[src/sv/chacha_pkg.sv]
`timescale 1ns / 1ps
// ----------------------------------------------------------------------------
// chacha package
// shared types and constants for the chacha20 stream cipher
// ----------------------------------------------------------------------------
package chacha_pkg;

   localparam logic [31:0] SIGMA0 = 32'h61707865;
   localparam logic [31:0] SIGMA1 = 32'h3320646e;
   localparam logic [31:0] SIGMA2 = 32'h79622d32;
   localparam logic [31:0] SIGMA3 = 32'h6b206574;

   localparam logic [2:0] REG_KEY01    = 3'd0;
   localparam logic [2:0] REG_KEY23    = 3'd1;
   localparam logic [2:0] REG_KEY45    = 3'd2;
   localparam logic [2:0] REG_KEY67    = 3'd3;
   localparam logic [2:0] REG_NONCE_LO = 3'd4;
   localparam logic [2:0] REG_NONCE_HI = 3'd5;

   typedef logic [15:0][31:0] state_type;

   typedef struct packed {
      logic load;
      logic round;
      logic finish;
      logic emit;
      logic take;
   } cmd_type;

   typedef struct packed {
      logic need_block;
      logic last_round;
   } stat_type;

   function automatic logic [31:0] rotl(input logic [31:0] v, input int n);
      rotl = (v << n) | (v >> (32 - n));
   endfunction

   function automatic logic [127:0] quarter(input logic [31:0] a, input logic [31:0] b,
                                            input logic [31:0] c, input logic [31:0] d);
      logic [31:0] a1, b1, c1, d1;
      a1 = a + b;   d1 = rotl(d ^ a1, 16);
      c1 = c + d1;  b1 = rotl(b ^ c1, 12);
      a1 = a1 + b1; d1 = rotl(d1 ^ a1, 8);
      c1 = c1 + d1; b1 = rotl(b1 ^ c1, 7);
      quarter = {d1, c1, b1, a1};
   endfunction

endpackage

[src/sv/chacha_ctrl.sv]
`timescale 1ns / 1ps
// ----------------------------------------------------------------------------
// chacha controller
// sequences request capture, block generation and result handoff
// ----------------------------------------------------------------------------
module chacha_ctrl (
   input  logic                 clock,
   input  logic                 reset,
   input  logic                 req_tvalid,
   output logic                 req_tready,
   output logic                 rsp_tvalid,
   input  logic                 rsp_tready,
   input  chacha_pkg::stat_type stat,
   output chacha_pkg::cmd_type  cmd
);
   typedef enum logic [4:0] {
      S_IDLE   = 5'b00001,
      S_LOAD   = 5'b00010,
      S_ROUND  = 5'b00100,
      S_FINISH = 5'b01000,
      S_EMIT   = 5'b10000
   } st_type;

   st_type st_ff, st_in;
   logic   ov_ff, ov_in;

   always_comb begin
      st_in = st_ff;
      cmd = '0;
      ov_in = ov_ff && !rsp_tready;
      req_tready = 1'b0;
      unique case (st_ff)
         S_IDLE: begin
            req_tready = 1'b1;
            if (req_tvalid) begin
               cmd.take = 1'b1;
               st_in = stat.need_block ? S_LOAD : S_EMIT;
            end
         end
         S_LOAD: begin
            cmd.load = 1'b1;
            st_in = S_ROUND;
         end
         S_ROUND: begin
            cmd.round = 1'b1;
            if (stat.last_round) st_in = S_FINISH;
         end
         S_FINISH: begin
            cmd.finish = 1'b1;
            st_in = S_EMIT;
         end
         S_EMIT: begin
            if (!ov_ff || rsp_tready) begin
               cmd.emit = 1'b1;
               ov_in = 1'b1;
               st_in = S_IDLE;
            end
         end
         default: st_in = S_IDLE;
      endcase
   end

   always_ff @(posedge clock) begin
      if (reset) begin
         st_ff <= S_IDLE;
         ov_ff <= 1'b0;
      end else begin
         st_ff <= st_in;
         ov_ff <= ov_in;
      end
   end

   assign rsp_tvalid = ov_ff;

endmodule

[config.mk]
export PLATFORM = sky130hd
export DESIGN_NAME = chacha_ctrl
export DESIGN_NICKNAME = d
export VERILOG_FILES = /design/src/sv/chacha_pkg.sv /design/src/sv/chacha_ctrl.sv
export SDC_FILE = /design/constraint.sdc
export NUM_CORES = 1
export LEC_CHECK = 0
export BUFFER_PORTS_ARGS = -buffer_cell sky130_fd_sc_hd__clkbuf_2
export CAP_MARGIN = 20
export CORE_AREA = 2 2 39 41
export DETAILED_ROUTE_END_ITERATION = 8
export DIE_AREA = 0 0 41 43
export HOLD_SLACK_MARGIN = 0.05
export PLACE_DENSITY_LB_ADDON = 0.08
export SLEW_MARGIN = 20
export SYNTH_ARGS = -nofsm -noshare
export SYNTH_HDL_FRONTEND = slang
export SYNTH_SLANG_ARGS = --single-unit
[constraint.sdc]
create_clock -name clock -period 1.6 [get_ports clock]
set_input_delay 0.32 -clock clock [delete_from_list [all_inputs] [get_ports clock]]
set_output_delay 0.32 -clock clock [all_outputs]
set_load 0.005 [all_outputs]
==> results of run 1 <==
kinds of logic (layout without fill, tap and decap cells):
group,count (synthesis),after routing,synth area share [%]
flip-flops,6,6,35.4
AO/OA/AOI/OAI,7,7,12.9
buffers and inverters,2,19,3.32
AND/OR/NAND/NOR,22,22,45.8
XOR/XNOR,1,1,2.58
flip-flops by register name, summed over array words and instances (netlist names):
name,flops
rsp_tvalid,1
st_ff,5
power by group:
group / internal, W / switching [W]
combinational: 0.0000299 / 0.0000222
sequential: 0.000154 / 0.00000682
clock: 0.0000849 / 0.0000551
Yosys cell counts:
master / count
nor3b_1: 1
nand4b_1: 2
nand2b_1: 3
o21ai_0: 2
buf_4: 1
nand3b_1: 1
o21a_1: 1
nor4bb_1: 1
xor2_1: 1
inv_1: 1
and3b_2: 1
a21oi_1: 2
dfxtp_1: 6
and3_1: 1
nor2b_1: 2
a31o_1: 1
o211ai_1: 1
nor4b_2: 1
nor3_2: 1
or3_4: 1
nor3_1: 2
nor2_1: 5
layout make-up:
type / instances / area, um2 / area share [%]
clock buffer: 3 / 22.5 / 4.76
multi-input combinational: 30 / 216 / 45.8
sequential: 6 / 128 / 27.0
inverter: 1 / 3.75 / 0.794
timing repair buffer: 15 / 82.6 / 17.5
tap: 16 / 20.0 / 4.23
through the flow:
stage / hold WS (ns) / std cells / worst slack [ns] / util, % / area, um2
after floorplan: 0.389 / 38 / 0.339 / - / 339
after global placement: 0.468 / 66 / 0.288 / 30.3 / 419
after detailed placement: 0.482 / 66 / 0.268 / 30.3 / 419
after CTS: 0.335 / 69 / 0.00300 / 32.4 / 448
after global routing: 0.329 / 71 / -0.0105 / 34.2 / 473
final: 0.336 / 71 / 0.0689 / 34.2 / 473
repair_timing:
item                       in CTS  in global routing
pin swaps                       0                  5
cloned                          0                  0
setup buffers                   0                  2
setup endpoints to repair       2                  4
resized for setup               1                  7
layout by cell type (no fill, tap or decap), drive strengths merged:
| cell | Yosys | layout |
|---|---|---|
| xor2 | 1 | 1 |
| nor3b | 1 | 1 |
| nor3 | 3 | 3 |
| o21a | 1 | 1 |
| inv | 1 | 1 |
| nand3b | 1 | 1 |
| nand2b | 3 | 3 |
| nor4b | 1 | 1 |
| and3 | 1 | 1 |
| nor2 | 5 | 5 |
| nor4bb | 1 | 1 |
| dfxtp | 6 | 6 |
| a31o | 1 | 1 |
| o211ai | 1 | 1 |
| and3b | 1 | 1 |
| nor2b | 2 | 2 |
| buf | 1 | 4 |
| clkbuf | 0 | 14 |
| or3 | 1 | 1 |
| a21oi | 2 | 2 |
| o21ai | 2 | 2 |
| nand4b | 2 | 2 |
routing by layer:
layer | wire length (um) | vias up | part of all wire (%)
met5 | 0 | - | 0
met2 | 398 | 9 | 50
met4 | 0 | 0 | 0
met1 | 339 | 146 | 43
met3 | 51 | 0 | 6.5
li1 | - | 172 | -
worst paths after layout:
kind	end	slack [ns]
max reg2reg	st_ff[3]	0.40
min	st_ff[1]	0.34
min reg2reg	rsp_tvalid	0.48
max	cmd[3]	0.07
==> out/metrics.cfg, run 1 <==
[synthesis]
yosysWarnings=0
yosys.area.top_type=dfxtp_1
synthDistinctLibCells=22
ys_seq_area_share_pct=35.4
synth_top_cell_area_share_pct=35.4
synth_seq_cells=6
syn_inst=38
syn_nets=44
synth_area_per_cell_um2=8.92
syn_area_um2=339
synth_area_leaders=dfxtp_1 (35%), nand2b_1 (5.5%), nor2_1 (5.5%), nand4b_1 (5.2%), nor4b_2 (4.4%)

[sta]
finalCriticalPeriod_ns=1.53
tns_ns=0
post-route-period-util_pct=95.7
hold_viol=0
relSlewSlack_pct=85.3
setup_viol=0
rsz0062_at_grt=yes
timing.final.max_slew_violations=0
max_freq_mhz=653
worst_slew_pin_slew_ns=0.218
finClkSkew_ns=0.00134

[clocking]
clk_latency_ns=0.24
cts.path.max_buffers=2
cts_root_buf=clkbuf_4
cts.sinks=6
clk_pin_slew_worst_paths_ns=0.04
numCtsBuffers=3
htreeDepth=1
hold_buffers=0
cts_tree=done

[critical_path]
crit_required_ns=1.28
critPathSlowestCell=or3_4
path_cells=or3_4 > nor2_1 > clkbuf_2
r2r_start=st_ff[0]
path_buf_inv=1
worstRegToRegCells=3
worstPathArrival_ns=1.21
critPathLaunchType=flip-flop
critical_path.startpoint=st_ff[0]
cp.depth=3
cpPeakStageDelay_ns=0.40
critPathKind=flip-flop to output port
end_kind=output port
cp_max_fo=8
crit_family=simple AND/OR/NAND/NOR gates

[detailed_routing]
drt-initial-drc-count=2
via_per_inst=4.61
ant_nets=0
wl_per_cell_um=11.1
vias=327
drt-pass1-iter-count=4
drcViolationCount=0
drt-total-wl_um=789

[final_layout]
diodes=0
nNetsFinal=63
drive_above_1_share_pct=49.1
syn2layout_area_growth_pct=39.5
fillers=162

[global_route]
grt_pass1_vias=312
grt_max_degree=9
grt_usage_pct=11.3
top_usage_layer=met2
grt_use_met2_pct=15.6
overflow=0
gr-usage-met1_pct=12.4
antenna_found_initial=0
grt_pass1_wl_mm=1.27
met3_usage_pct=6.28

[die]
die_h_um=43
start_util_pct=24.5
core_area_mm2=0.00138
die_x_um=41
io_pins=13
rows=14
fp.dieArea_mm2=0.00176

[run_status]
outcome=complete, no violations

[placed_design]
io_buffers=12
hpwl_um=610
place_congestion=0.713

[hold_path]
whs_path_depth=2
hold_class=primary input to flip-flop
worstHoldStart=stat[1]

[pwr]
vdd_drop_max_v=0.000295
power-per-cell-area_mw_per_mm2=746
fin_total_pwr_w=0.000353
p_leak_nw=0.204

[job]
cap_viol_max_count=0

Power figures use the tool's default switching activity.
==> inputs of run 2 (changes only) <==
- ABC_AREA: default -> 1
==> run 2 against run 1 <==
Against the previous run:
- sequential share of layout area is 0.54 points lower
- clock-buffer cell count stayed put
- largest power group unchanged
- die area stayed put
- non-clock buffer count is 3 lower
- wire length is 2.0% lower
==> out/metrics.cfg, run 2 <==
[die]
start_util_pct=25.2
die_x_um=41
fp.dieArea_mm2=0.00176
die_h_um=43
io_pins=13
rows=14
core_area_mm2=0.00138

[pwr]
pwr-share-comb_pct=28.7
switching_power_w=0.000149
p_sw_share_pct=33.4
intPower_w=0.000298
power_frac_clock_pct=32.8
p_seq_share_pct=38.5
power-per-cell-area_mw_per_mm2=984
vdd_drop_max_v=0.000357
p_leak_nw=0.260

[critical_path]
worstRegToRegCells=7
critPathSlowestCell=dfxtp_1
critPathKind=flip-flop to output port
worst_r2r_endpoint=st_ff[4]
reg2reg_setup_slack_ns=0.45
end_kind=output port
r2r_start=st_ff[2]
worstPathArrival_ns=1.20
critPathLaunchType=flip-flop
path_cells=nor2_2 > nand4_1 > inv_1 > clkbuf_2
crit_required_ns=1.28
cp_max_fo=5
cpPeakStageDelay_ns=0.31

[synthesis]
synth_top_cell_area_share_pct=34.4
synth_seq_cells=6
yosysWarnings=0
synth_edf_count=0
syn_area_um2=349
syn_inst=49
ys_seq_area_share_pct=34.4
synth_area_leaders=dfxtp_1 (34%), inv_1 (11%), nor2_2 (9.0%), nand4_1 (7.2%), nand3_2 (5.7%)
syn_nets=55
synth.most_common_cell=inv_1
synth_area_per_cell_um2=7.12
ys.flop_type=dfxtp_1
synthTopCellsByCount=inv_1 (10), dfxtp_1 (6), nor2_1 (5), nor2_2 (5)
synthDistinctLibCells=16
yosys.area.top_type=dfxtp_1
async_flop_share_pct=0

[detailed_routing]
highest_layer=met4
wl_met1_um=328
ant_nets=0
drt-total-wl_um=773
drcViolationCount=0
vias=362
dr_wl_met3_um=72
via_per_inst=4.58
drt-pass1-iter-count=4
dr_wl_met2_um=335
drt-initial-drc-count=11
wl_per_cell_um=9.78

[sta]
rsz0062_at_grt=no
finalCriticalPeriod_ns=1.52
relSlewSlack_pct=84.5
setup_viol=0
timing.final.max_slew_violations=0
tns_ns=0
worst_slew_pin_slew_ns=0.232
post-route-period-util_pct=94.9
finClkSkew_ns=0.00141
max_freq_mhz=658
hold_viol=0

[hold_path]
worstHoldStart=stat[1]
worstHoldEndpoint=st_ff[1]
hold_class=primary input to flip-flop
whs_path_depth=3

[final_layout]
nNetsFinal=71
fillers=165
diodes=0
final_common_cell=clkbuf_2
layout_common_cells=clkbuf_2 (12), inv_1 (10), dfxtp_1 (6), nor2_1 (5)
drive_above_1_share_pct=42.9
largest_register=st_ff
final_cell_count_no_fill=79
utilization_pct=32.8
syn2layout_area_growth_pct=30.1
largest_register_ffs=5

[clocking]
clk_latency_ns=0.25
hold_buffers=0
cts.path.max_buffers=2
cts_tree=done
clk_pin_slew_worst_paths_ns=0.05
htreeDepth=1
cts.sinks=6
numCtsBuffers=3
post_cts_buffers=0
cts_root_buf=clkbuf_4

[placed_design]
io_buffers=12
dp.cells=76
place_congestion=0.795
hpwl_um=625

[global_route]
grt_pass1_wl_mm=1.24
grt_max_degree=8
overflow=0
antenna_found_initial=0
grt_pass1_vias=302
grt_usage_pct=11.0

[job]
cap_viol_max_count=0

[run_status]
outcome=complete, no violations

==> run 2: cell types whose count changed after synthesis, sizes merged, moves of 3 or more <==
cell    change
nor2        +5
nand4       +5
nand2b      -3
nand3       +5
inv        +11
nand2       +4
==> run 2: repair_timing <==
| item | in CTS | in global routing |
|---|---|---|
| hold endpoints to repair | 0 | 0 |
| resized for setup | 0 | 2 |
| endpoints found under the setup margin | 0 | 1 |
==> run 2: area by class of cell <==
class,count,area [um2],share of cell area (%)
Sequential cell,6,120,26.4
Inverter,12,45.0,9.92
Timing Repair Buffer,12,60.1,13.2
Tap cell,16,20.0,4.41
Multi-Input combinational cell,30,186,41.0
Clock buffer,3,22.5,4.96
==> run 2: metal layers <==
metal	track usage [%]	vias to the layer above
met2	14.4	12
met5	0	-
met3	5.24	5
li1	-	185
met4	10.0	0
met1	12.5	160
==> run 2: worst max-delay path by stage <==
stage | from | end | slack (ns) | depth (start not counted)
after floorplan | st_ff[2] | cmd[3] | 0.51 | 5
after global placement | st_ff[3] | cmd[0] | 0.34 | 4
after detailed placement | st_ff[2] | cmd[0] | 0.38 | 4
after CTS | st_ff[2] | cmd[0] | 0.1 | 4
after global routing | st_ff[0] | cmd[2] | 0.005 | 4
final | st_ff[0] | cmd[2] | 0.08 | 4
==> run 2: through the flow <==
stage	power (W)	hold slack, ns	setup slack [ns]	cell area (um2)
6_report	0.000447	0.298	0.0810	454
4_1_cts	0.000446	0.301	0.0991	444
5_1_grt	0.000479	0.316	0.00513	454
3_5_place_dp	0.000302	0.546	0.375	422
2_1_floorplan	0.000264	0.389	0.513	349
3_3_place_gp	0.000306	0.556	0.336	422
==> run 2: logic make-up after synthesis <==
group / after synthesis / synth area share, %
simple gates: 26 / 43.0
compound gates: 4 / 7.53
buf+inv: 13 / 15.1
flops: 6 / 34.4
==> run 2: power groups by stage <==
stage | Sequential [W] | Clock [W] | Combinational [W]
final | 0.000172 | 0.000147 | 0.000128
after global routing | 0.000174 | 0.000158 | 0.000146
after CTS | 0.000172 | 0.000146 | 0.000128
after detailed placement | 0.000175 | 0 | 0.000127
after global placement | 0.000175 | 0 | 0.000131
after floorplan | 0.000174 | 0 | 0.0000899
==> run 2: critical path: cells and delay by family, from the launching register on <==
kind	cells	cell delay, ns
flops	1	0.31
simple gates	2	0.42
buf+inv	2	0.21
==> inputs of run 3 (changes only) <==
- PLACE_DENSITY: default -> 0.56
- PLACE_DENSITY_LB_ADDON: 0.08 -> default
==> run 3 against run 2 <==
Against the previous run:
- register-to-register slack gained 0.02 ns
- sequential cell count stayed put
- clock skew is 0.0053 ns higher
- setup slack gained 0.025 ns
- utilization down 0.72 points
- critical path type unchanged
- critical endpoint is now cmd[0]
- largest cell class unchanged
==> out/metrics.cfg, run 3 (synthesis results as in run 2) <==
[pwr]
switching_power_w=0.000144
p_sw_share_pct=32.6
power_frac_clock_pct=32.1
intPower_w=0.000297
p_seq_share_pct=39.0
vdd_drop_max_v=0.000344
p_leak_nw=0.257
pwr-share-comb_pct=29.0
fin_total_pwr_w=0.000441
power-per-cell-area_mw_per_mm2=992

[hold_path]
hold_class=primary input to flip-flop

[sta]
post-route-period-util_pct=93.4
finClkSkew_ns=0.00668
finalCriticalPeriod_ns=1.49
tns_ns=0
max_freq_mhz=669
setup_viol=0
hold_viol=0
timing.final.max_slew_violations=0
rsz0062_at_grt=no
relSlewSlack_pct=85.2
setup_ws_ns=0.106
worst_slew_pin_slew_ns=0.221

[die]
io_pins=13
fp.dieArea_mm2=0.00176
rows=14
core_area_mm2=0.00138
start_util_pct=25.2
die_x_um=41
die_h_um=43

[clocking]
post_cts_resized=0
post_cts_buffers=0
cts.path.max_buffers=2
cts.sinks=6
clk_latency_ns=0.25
cts_root_buf=clkbuf_4
clk_pin_slew_worst_paths_ns=0.05
hold_buffers=0
cts_tree=done
numCtsBuffers=3
htreeDepth=1

[final_layout]
diodes=0
largest_register=st_ff
final_common_cell=clkbuf_2
largest_register_ffs=5
drive_above_1_share_pct=41.3
utilization_pct=32.1
fin_area_um2=444
layout_common_cells=clkbuf_2 (12), inv_1 (10), dfxtp_1 (6), nor2_1 (5), nor2_2 (5)
nNetsFinal=71
fillers=158
syn2layout_area_growth_pct=27.2

[detailed_routing]
drt-initial-drc-count=6
drt-total-wl_um=725
drt-pass1-iter-count=4
wl_per_cell_um=9.18
drcViolationCount=0
via_per_inst=4.38
vias=346
ant_nets=0

[placed_design]
place_congestion=0.831
io_buffers=12
place_area_um2=422
hpwl_um=614
pre_cts_slack_ns=0.363

[critical_path]
worstPathArrival_ns=1.17
cpPeakStageDelay_ns=0.31
crit_required_ns=1.28
reg2reg_setup_slack_ns=0.47
cp_max_fo=5
critPathLaunchType=flip-flop
critPathKind=flip-flop to output port
end_kind=output port
critPathMostFrequentCell=nor2_2
path_cells=nor2_2 > nand3_2 > nor2_2 > clkbuf_2
critPathSlowestCell=dfxtp_1

[global_route]
grt_usage_pct=8.33
overflow=0
grt_pass1_wl_mm=1.01
grt_pass1_vias=280
grt_max_degree=8
antenna_found_initial=0

[run_status]
outcome=complete, no violations

[job]
cap_viol_max_count=0

==> run 3: cell counts in the layout (fill, tap and decap cells not counted) <==
No cell type changed its count.
==> run 3: final timing paths <==
| kind | start | end | cells after the start |
|---|---|---|---|
| worst min-delay path | stat[1] | st_ff[1] | 3 |
| worst max-delay path | st_ff[2] | cmd[0] | 4 |
| worst min register to register | st_ff[4] | rsp_tvalid | 2 |
| worst max register to register | st_ff[2] | st_ff[0] | 6 |
==> run 3: layout make-up <==
type	count	area (um2)	share of cell area (%)
flip-flops and latches	6	120	27.0
well taps	16	20.0	4.51
repair buffers	12	60.1	13.5
multi-input cells	30	176	39.7
inverters	12	45.0	10.1
clock buffers	3	22.5	5.07
==> run 3: metal layers <==
layer	vias up	part of all wire, %	global-route usage [%]
met4	0	1.1	4.00
met2	12	51	13.8
li1	188	-	-
met3	2	5.8	1.57
met1	144	42	9.65
met5	-	0	0
==> run 3: worst max-delay path: cells and delay by family (launching register included) <==
family                 cells  cell delay (ns)
flip-flops                 1             0.31
buffers and inverters      1             0.12
AND/OR/NAND/NOR            3             0.49
==> run 3: power groups by stage <==
stage	logic (W)	clock network (W)	registers (W)
floorplan	0.0000899	0	0.000174
global placement	0.000130	0	0.000175
detailed placement	0.000128	0	0.000175
CTS	0.000128	0.000144	0.000172
global route	0.000140	0.000154	0.000173
finish	0.000128	0.000141	0.000172
==> run 3: per-stage QoR <==
stage / hold slack [ns] / std cells
detailed placement: 0.533 / 76
global route: 0.314 / 79
floorplan: 0.389 / 49
finish: 0.309 / 79
global placement: 0.537 / 76
CTS: 0.313 / 79
